**config.mk**
```make
export PLATFORM = sky130hd
export DESIGN_NAME = gbra_ctrl
export DESIGN_NICKNAME = d
export VERILOG_FILES = /design/src/hdl/gbra_pkg.sv /design/src/hdl/gbra_ctrl.sv
export SDC_FILE = /design/constraint.sdc
export NUM_CORES = 1
export LEC_CHECK = 0
export BUFFER_PORTS_ARGS = -buffer_cell sky130_fd_sc_hd__buf_2
export CAP_MARGIN = 20
export CORE_MARGIN = 1.5
export CORE_UTILIZATION = 52
export CTS_BUF_LIST = sky130_fd_sc_hd__clkbuf_4 sky130_fd_sc_hd__clkbuf_8
export CTS_CLUSTER_SIZE = 12
export DETAILED_ROUTE_END_ITERATION = 7
export HOLD_SLACK_MARGIN = 0.05
export PLACE_DENSITY = 0.82
export SLEW_MARGIN = 40
export SYNTH_ARGS = -nofsm -noshare
export SYNTH_HDL_FRONTEND = slang
export SYNTH_SLANG_ARGS = --single-unit
```
**constraint.sdc**
```tcl
create_clock -name clock -period 5.2 [get_ports clock]
set_clock_uncertainty 0.05 [all_clocks]
set_input_delay 1.04 -clock clock [delete_from_list [all_inputs] [get_ports clock]]
set_output_delay 1.04 -clock clock [all_outputs]
set_load 0.01 [all_outputs]
```
**src/hdl/gbra_pkg.sv**
```systemverilog
// shared constants, codes and controller/datapath link types for the
// grouped bitmap reference-count allocator; no dependencies
package gbra_pkg;

   localparam int CMD_W      = 2;
   localparam int UNIT_W     = 14;
   localparam int STATUS_W   = 3;
   localparam int REFOUT_W   = 16;
   localparam int TOTAL_W    = 14;
   localparam int CSR_IDX_W  = 2;
   localparam int CSR_DATA_W = 11;
   localparam int GCFG_W     = 4;
   localparam int UCFG_W     = 11;
   localparam int WORD_BITS  = 32;
   localparam int BIT_W      = 5;

   localparam int GROUPS_DEF          = 8;
   localparam int UNITS_PER_GROUP_DEF = 1024;
   localparam int REF_WIDTH_DEF       = 16;

   localparam logic [CMD_W-1:0] CMD_ALLOC  = 2'd0;
   localparam logic [CMD_W-1:0] CMD_ADD    = 2'd1;
   localparam logic [CMD_W-1:0] CMD_REL    = 2'd2;
   localparam logic [CMD_W-1:0] CMD_UNUSED = 2'd3;

   localparam logic [STATUS_W-1:0] ST_OK       = 3'd0;
   localparam logic [STATUS_W-1:0] ST_NOFREE   = 3'd1;
   localparam logic [STATUS_W-1:0] ST_RANGE    = 3'd2;
   localparam logic [STATUS_W-1:0] ST_NOTALLOC = 3'd3;
   localparam logic [STATUS_W-1:0] ST_SAT      = 3'd4;

   localparam logic [CSR_IDX_W-1:0] REG_GROUPS = 2'd0;
   localparam logic [CSR_IDX_W-1:0] REG_UNITS  = 2'd1;
   localparam logic [CSR_IDX_W-1:0] REG_FIRST  = 2'd2;

   localparam logic [GCFG_W-1:0] GROUPS_RST = 4'd8;
   localparam logic [UCFG_W-1:0] UNITS_RST  = 11'd1024;
   localparam logic              FIRST_RST  = 1'b1;

   typedef enum logic [2:0] {
      RES_NONE,
      RES_NOFREE,
      RES_RANGE,
      RES_NOTALLOC,
      RES_ALLOC,
      RES_REF
   } res_type;

   typedef struct packed {
      logic    clr_step;
      logic    load;
      logic    grp_next;
      logic    div_step;
      logic    word_next;
      logic    rd_alloc;
      logic    rd_lookup;
      logic    finish;
      res_type res;
   } ctl_type;

   typedef struct packed {
      logic clr_last;
      logic group_full;
      logic last_group;
      logic word_free;
      logic last_word;
      logic num_low;
      logic rem_lt_nu;
      logic bit_set;
   } sts_type;

endpackage

```
**src/hdl/gbra_ctrl.sv**
```systemverilog
// sequencing state machine: clear pass, group scan, group lookup, reply
// depends on gbra_pkg for command and status types
module gbra_ctrl (
   input  logic                       clock,
   input  logic                       reset,
   input  logic                       req_valid,
   input  logic [gbra_pkg::CMD_W-1:0] req_cmd,
   input  logic                       rsp_ready,
   input  gbra_pkg::sts_type          sts,
   output gbra_pkg::ctl_type          ctl,
   output logic                       req_ready,
   output logic                       rsp_valid
);

   typedef enum logic [3:0] {
      S_CLEAR,
      S_IDLE,
      S_AGRP,
      S_ARD,
      S_AWAIT,
      S_DCHK,
      S_DDIV,
      S_DWAIT,
      S_DONE
   } state_type;

   state_type         state_ff, state_in;
   gbra_pkg::res_type res_ff, res_in;
   logic              rsp_valid_ff, rsp_valid_in;

   always_comb begin
      ctl      = '0;
      ctl.res  = res_ff;
      state_in = state_ff;
      res_in   = res_ff;
      case (state_ff)
         S_CLEAR: begin
            ctl.clr_step = 1'b1;
            if (sts.clr_last) state_in = S_IDLE;
         end
         S_IDLE: begin
            if (req_valid) begin
               ctl.load = 1'b1;
               case (req_cmd)
                  gbra_pkg::CMD_ALLOC: state_in = S_AGRP;
                  gbra_pkg::CMD_ADD:   state_in = S_DCHK;
                  gbra_pkg::CMD_REL:   state_in = S_DCHK;
                  default: begin
                     res_in   = gbra_pkg::RES_NONE;
                     state_in = S_DONE;
                  end
               endcase
            end
         end
         S_AGRP: begin
            if (sts.group_full) begin
               if (sts.last_group) begin
                  res_in   = gbra_pkg::RES_NOFREE;
                  state_in = S_DONE;
               end else begin
                  ctl.grp_next = 1'b1;
               end
            end else begin
               ctl.rd_alloc = 1'b1;
               state_in     = S_AWAIT;
            end
         end
         S_ARD: begin
            ctl.rd_alloc = 1'b1;
            state_in     = S_AWAIT;
         end
         S_AWAIT: begin
            if (sts.word_free) begin
               res_in   = gbra_pkg::RES_ALLOC;
               state_in = S_DONE;
            end else if (sts.last_word) begin
               if (sts.last_group) begin
                  res_in   = gbra_pkg::RES_NOFREE;
                  state_in = S_DONE;
               end else begin
                  ctl.grp_next = 1'b1;
                  state_in     = S_AGRP;
               end
            end else begin
               ctl.word_next = 1'b1;
               state_in      = S_ARD;
            end
         end
         S_DCHK: begin
            if (sts.num_low) begin
               res_in   = gbra_pkg::RES_RANGE;
               state_in = S_DONE;
            end else begin
               state_in = S_DDIV;
            end
         end
         S_DDIV: begin
            // repeated subtraction of the group size finds group and offset
            if (sts.rem_lt_nu) begin
               ctl.rd_lookup = 1'b1;
               state_in      = S_DWAIT;
            end else if (sts.last_group) begin
               res_in   = gbra_pkg::RES_RANGE;
               state_in = S_DONE;
            end else begin
               ctl.div_step = 1'b1;
            end
         end
         S_DWAIT: begin
            res_in   = sts.bit_set ? gbra_pkg::RES_REF : gbra_pkg::RES_NOTALLOC;
            state_in = S_DONE;
         end
         S_DONE: begin
            if (!rsp_valid_ff || rsp_ready) begin
               ctl.finish = 1'b1;
               state_in   = S_IDLE;
            end
         end
         default: state_in = S_IDLE;
      endcase
      if (ctl.finish) rsp_valid_in = 1'b1;
      else if (rsp_ready) rsp_valid_in = 1'b0;
      else rsp_valid_in = rsp_valid_ff;
   end

   always_ff @(posedge clock) begin
      if (reset) begin
         state_ff     <= S_CLEAR;
         res_ff       <= gbra_pkg::RES_NONE;
         rsp_valid_ff <= 1'b0;
      end else begin
         state_ff     <= state_in;
         res_ff       <= res_in;
         rsp_valid_ff <= rsp_valid_in;
      end
   end

   assign req_ready = (state_ff == S_IDLE);
   assign rsp_valid = rsp_valid_ff;

endmodule

```
==> out/metrics.cfg, run 1 <==
[timing]
setup_viol=0
slew_violations=0
tightestPinTransition_ns=0.5844
max_clock_freq_ghz=0.3353
finalSetupTns_ns=0
min_period_ns=2.983
fin_ws_ns=2.218
rsz0062_at_grt=no
max-slew-margin-rel_pct=60.99
finalHoldViolCount=0
period_share_pct=57.36

[global_routing]
grt_pass1_wl_um=3484
top_usage_layer=met2
met3_usage_pct=8.261
track_usage_pct=25.43
grt_pass1_vias=786
use_met2_pct=41.88
antenna_found_initial=0
grt_use_met1_pct=32.54
grt_max_degree=27
grt.overflow.total=0

[worst_setup_path]
cp-startpoint=sts[4]
endpoint_kind=output port
required_ns=4.11
arrival_ns=1.89
critPathCapture=ctl[6]
reg2reg_to=res_ff[0]
cp_max_fo=4
rrSetupSlack_ns=3.13
ff2ff_path_depth=5
startpoint_type=primary input
r2r-start=state_ff[2]
worstSetupPathType=primary input to output port

[clocking]
clock_latency_ns=0.25
cts_sinks=8
postCtsHoldBufs=0
htreeDepth=1
numCtsBuffers=3
clock_path_buffers=2
cts_resized=0
cts_setup_buffers=0
cts.clk_slew.worst_paths_ns=0.05
cts_tree=built
root_buffer=clkbuf_4

[detailed_routing]
drt-total-wl_um=1973
drc=0
via_count=849
drt_iter0_drc=16
avgViaCountPerCell=6.197
ant_nets=0
wl_per_cell_um=14.40
firstDrtPassIters=4

[finish]
finish.utilization_pct=67.10
area_growth_pct=14.92
final-instance-count-excl-fill=137
fin_nets=141
fillers=131
n_antenna_cell=0
drive_above_1_share_pct=27.05
multi_input_comb_area_um2=531.8
fin_area_um2=905.9
seqCellArea_um2=161.4

[synth]
synthCells=102
syn_area_per_cell_um2=7.728
seq_area_frac_synth_pct=20.32
syn-num-nets=119
synth_cell_types=40
synth_seq_cells=8
netlist_area_um2=788.3
yosys_warnings=0

[run]
maxCapViolCount=0

[place]
place_inst=134
post-place-ws_ns=2.217
portBuffers=26
place_area_um2=882.1
hpwl_um=1481
gp_congestion=0.8010

[floorplan]
fp.dieH_um=41.94
die_area_um2=1759
rows=13
ioPinCount=27
start_util_pct=58.39
core_area_um2=1350
die_w_um=41.94

[power]
p_leak_uw=0.0004175
ir_worst_vdd_uv=146.7
power.density_nw_per_um2=176.9

[outcome]
status=finished, final reports clean

[hold_path]
min_path_type=flop to flop

cell families after synthesis:
logic type      after synthesis  synth area share (%)
buf+inv                      20                 12.22
flops                         8                 20.32
compound gates               33                 31.75
fa+ha+maj                     3                 4.762
simple gates                 37                 29.68
mux                           1                 1.270
worst min path at each step:
stage | startpoint | to | cells after the start
2_1_floorplan | res_ff[1] | res_ff[1] | 2
3_5_place_dp | res_ff[0] | res_ff[0] | 1
6_report | res_ff[1] | res_ff[1] | 2
3_3_place_gp | res_ff[1] | res_ff[1] | 2
5_1_grt | res_ff[1] | res_ff[1] | 2
4_1_cts | res_ff[1] | res_ff[1] | 2
where the power goes:
| part | leakage (uW) | internal [uW] | switching [uW] | total [uW] |
|---|---|---|---|---|
| Clock | 0.0000138 | 26.3 | 19.8 | 46.1 |
| Sequential | 0.0000651 | 63.5 | 8.09 | 71.6 |
| Combinational | 0.000339 | 19.6 | 23.0 | 42.6 |
| Total | 0.000417 | 109 | 50.9 | 160 |
cell type report:
class	count	area share [%]
multi-input combinational	74	58.70
sequential	8	17.82
timing repair buffer	26	14.36
inverter	11	4.558
clock buffer	3	2.486
tap	15	2.072
flip-flops by register name, indices dropped and copies added (netlist names):
| signal | flops |
|---|---|
| state_ff | 4 |
| res_ff | 3 |
| rsp_valid | 1 |
cells in the final DEF (no fill, tap or decap), types with 3 or more instances in the layout:
master,netlist,routed
inv_1,11,11
nand3_1,4,4
nor3_1,4,4
ha_1,3,3
o21ai_0,5,5
buf_2,2,26
clkbuf_4,0,3
nand2b_1,3,3
nor4_1,3,3
nor2b_1,6,6
a21oi_1,8,8
nor2_1,6,6
a31oi_1,3,3
dfxtp_1,8,7
per-stage QoR:
| step | hold slack, ns | total power [uW] |
|---|---|---|
| 2_1_floorplan | 0.4746 | 100.1 |
| 3_3_place_gp | 0.4496 | 113.7 |
| 3_5_place_dp | 0.4561 | 114.5 |
| 4_1_cts | 0.4735 | 161.8 |
| 5_1_grt | 0.5103 | 172.7 |
| 6_report | 0.4641 | 160.3 |
worst max-delay path: stages:
cell and delay, ns:
buf_2 0.12, or3b_4 0.40, nor4_1 0.16, buf_2 0.17
metal layers:
layer	wire length [um]	vias to the layer above
met5	0	-
met4	0	0
met3	97	0
met2	988	28
met1	887	400
li1	-	421
cells in the mapped netlist:
library cell | number | area [um2]
a221o_1 | 1 | 10.01
o2111ai_1 | 2 | 17.52
o21ai_1 | 1 | 5.000
nor4_1 | 3 | 18.77
a31oi_1 | 3 | 18.77
inv_1 | 11 | 41.29
buf_4 | 3 | 22.52
a21oi_1 | 8 | 40.04
o221a_1 | 1 | 11.26
buf_1 | 1 | 3.750
o211ai_1 | 2 | 15.01
dfxtp_1 | 8 | 160.2
mux2i_1 | 1 | 10.01
nor4b_1 | 2 | 17.52
or3_1 | 1 | 6.260
a2bb2oi_1 | 1 | 8.760
o21ai_0 | 5 | 25.02
a211oi_1 | 2 | 15.01
nor3b_1 | 2 | 15.01
o32a_1 | 1 | 10.01
nand2b_1 | 3 | 18.77
buf_2 | 2 | 10.01
nand3_1 | 4 | 20.02
nor2b_1 | 6 | 37.54
a211o_1 | 1 | 8.760
nand4b_4 | 1 | 23.77
a41oi_1 | 1 | 8.760
nor3_1 | 4 | 20.02
o311ai_4 | 1 | 26.28
and2_1 | 1 | 6.260
nor2_1 | 6 | 22.52
buf_6 | 1 | 11.26
o31ai_1 | 1 | 7.510
and3_1 | 2 | 12.51
or3b_4 | 1 | 11.26
a2111o_1 | 1 | 11.26
o2111a_1 | 1 | 11.26
nand2_1 | 1 | 3.750
ha_1 | 3 | 37.54
clkbuf_1 | 2 | 7.510
(Power assumes the default switching activity.)
==> run 2: changes to the inputs <==
--- a/config.mk
+++ b/config.mk
@@ -8,12 +8,12 @@
 export BUFFER_PORTS_ARGS = -buffer_cell sky130_fd_sc_hd__buf_2
 export CAP_MARGIN = 20
 export CORE_MARGIN = 1.5
-export CORE_UTILIZATION = 52
+export CORE_UTILIZATION = 51
 export CTS_BUF_LIST = sky130_fd_sc_hd__clkbuf_4 sky130_fd_sc_hd__clkbuf_8
 export CTS_CLUSTER_SIZE = 12
 export DETAILED_ROUTE_END_ITERATION = 7
 export HOLD_SLACK_MARGIN = 0.05
-export PLACE_DENSITY = 0.82
+export PLACE_DENSITY = 0.81
 export SLEW_MARGIN = 40
 export SYNTH_ARGS = -nofsm -noshare
 export SYNTH_HDL_FRONTEND = slang
==> constraint.sdc (replaced) <==
create_clock -name clock -period 3.1 [get_ports clock]
set_clock_uncertainty 0.05 [all_clocks]
set_input_delay 0.62 -clock clock [delete_from_list [all_inputs] [get_ports clock]]
set_output_delay 0.62 -clock clock [all_outputs]
set_load 0.01 [all_outputs]
==> run 2 against run 1 <==
  * Sequential power up 68%
  * Die area up 1.8%
  * Clock-buffer cell count unchanged
  * Clock power up 69%
  * Largest power group unchanged
==> out/metrics.cfg, run 2 (same netlist as run 1, synthesis figures left out) <==
[place]
gp_congestion=0.8877  ; +11%
hpwl_um=1469  ; -0.84%
portBuffers=26  ; unchanged
place_inst=135  ; +0.75%

[worst_setup_path]
rrSetupSlack_ns=1.04  ; -2.09 ns
arrival_ns=1.75  ; -0.14 ns
reg2reg_to=res_ff[0]
worstSetupPathType=flop to output port
ff2ff_path_depth=5  ; unchanged
endpoint_kind=output port
cp_max_fo=18  ; +14
required_ns=2.43  ; -1.68 ns
startpoint_type=flop
r2r-start=state_ff[2]

[detailed_routing]
avgViaCountPerCell=6.283  ; +1.4%
drc=0  ; unchanged
firstDrtPassIters=4  ; unchanged
drt-total-wl_um=2035  ; +3.1%
ant_nets=0  ; unchanged
drt_iter0_drc=26  ; +10
via_count=867  ; +2.1%
wl_per_cell_um=14.75  ; +2.4%

[run]
maxCapViolCount=0  ; unchanged

[finish]
largest-register=state_ff
final_common_cell=buf_2
fin_nets=141  ; unchanged
area_growth_pct=15.08
largest_reg_flops=4  ; unchanged
n_antenna_cell=0  ; unchanged
layout_common_cells=buf_2, inv_1, a21oi_1
drive_above_1_share_pct=27.05  ; unchanged
seqCellArea_um2=161.4  ; unchanged
multi_input_comb_area_um2=531.8  ; unchanged
fillers=153  ; +17%
final-instance-count-excl-fill=138  ; +0.73%

[floorplan]
ioPinCount=27  ; unchanged
core_area_um2=1471  ; +9.0%
fp.dieH_um=42.32  ; +0.91%
die_area_um2=1791  ; +1.8%
die_w_um=42.32  ; +0.91%
rows=14  ; +1
start_util_pct=53.57  ; -4.8 points

[timing]
min_period_ns=2.425
max_clock_freq_ghz=0.4124
slew_violations=0  ; unchanged
max-slew-margin-rel_pct=60.53  ; -0.46 points
setup_viol=0  ; unchanged
finalSetupTns_ns=0  ; unchanged
tightestPinTransition_ns=0.5913  ; +0.006831 ns
period_share_pct=78.22
fin_hold_ws_ns=0.4551  ; -0.008970 ns
rsz0062_at_grt=no
finalHoldViolCount=0  ; unchanged

[global_routing]
track_usage_pct=23.62  ; -1.8 points
grt_pass1_wl_um=3277  ; -5.9%
antenna_found_initial=0  ; unchanged
grt.overflow.total=0  ; unchanged
grt_pass1_vias=798  ; +1.5%
grt_max_degree=27  ; unchanged

[hold_path]
hold_depth=2  ; unchanged
min_path_type=flop to flop
holdPathEnd=res_ff[1]
hp-start=res_ff[1]

[power]
p_leak_uw=0.0004175  ; unchanged
power.density_nw_per_um2=297.5  ; +68%
ir_worst_vdd_uv=260.7  ; +78%

[clocking]
cts.clk_slew.worst_paths_ns=0.05  ; about the same
clock_latency_ns=0.25  ; about the same
htreeDepth=1  ; unchanged
numCtsBuffers=3  ; unchanged
postCtsHoldBufs=0  ; unchanged
root_buffer=clkbuf_4
cts_setup_buffers=0  ; unchanged
cts_tree=built
clock_path_buffers=2  ; unchanged
cts_sinks=8  ; unchanged
cts_resized=0  ; unchanged

[outcome]
status=finished, final reports clean

==> run 2: cell counts in the layout (fill, tap and decap cells not counted) <==
Identical to the previous run, type by type.
==> run 2: power breakdown <==
| part | internal [uW] | switching (uW) | total [uW] |
|---|---|---|---|
| logic | 32.9 | 38.7 | 71.6 |
| registers | 106 | 13.9 | 120 |
| clock network | 44.2 | 33.8 | 78.0 |
==> run 2: stage by stage <==
step | cell area (um2) | setup WS [ns] | power [uW] | util [%]
2_1_floorplan | 788.3 | 0.9707 | 167.8 | -
3_3_place_gp | 883.3 | 0.9562 | 190.6 | 60.03
3_5_place_dp | 883.3 | 0.8858 | 191.6 | 60.03
4_1_cts | 905.9 | 0.6727 | 269.8 | 61.56
5_1_grt | 907.1 | 0.5119 | 287.2 | 61.65
6_report | 907.1 | 0.6751 | 269.9 | 61.65
==> run 2: critical path: stages, from the launching register on <==
cell,delay [ns]
dfxtp_1,0.66
inv_1,0.21
nor4b_1,0.32
a31oi_1,0.07
nor2_1,0.11
buf_2,0.14
==> run 2: layout make-up <==
cell class / count / area share [%]
inverter: 11 / 4.552
clock buffer: 3 / 2.483
sequential: 8 / 17.79
timing repair buffer: 26 / 14.34
tap: 16 / 2.207
multi-input combinational: 74 / 58.62
==> run 2: per-layer routing <==
metal  global-route usage [%]  share of wire, %  vias to the layer above  wire (um)
li1                         -                 -                      424          -
met1                    27.47                43                      410        874
met2                    40.31                50                       31       1016
met3                    7.759               6.1                        2        125
met4                    8.125              0.88                        0         18
met5                        0                 0                        -          0
==> run 2: worst max path at each step <==
stage	startpoint	to	slack (ns)
after floorplan	sts[5]	ctl[7]	0.97
after global placement	sts[4]	ctl[6]	0.96
after detailed placement	sts[5]	ctl[7]	0.89
after CTS	state_ff[0]	ctl[7]	0.67
after global routing	state_ff[2]	ctl[6]	0.51
final	state_ff[2]	ctl[8]	0.68
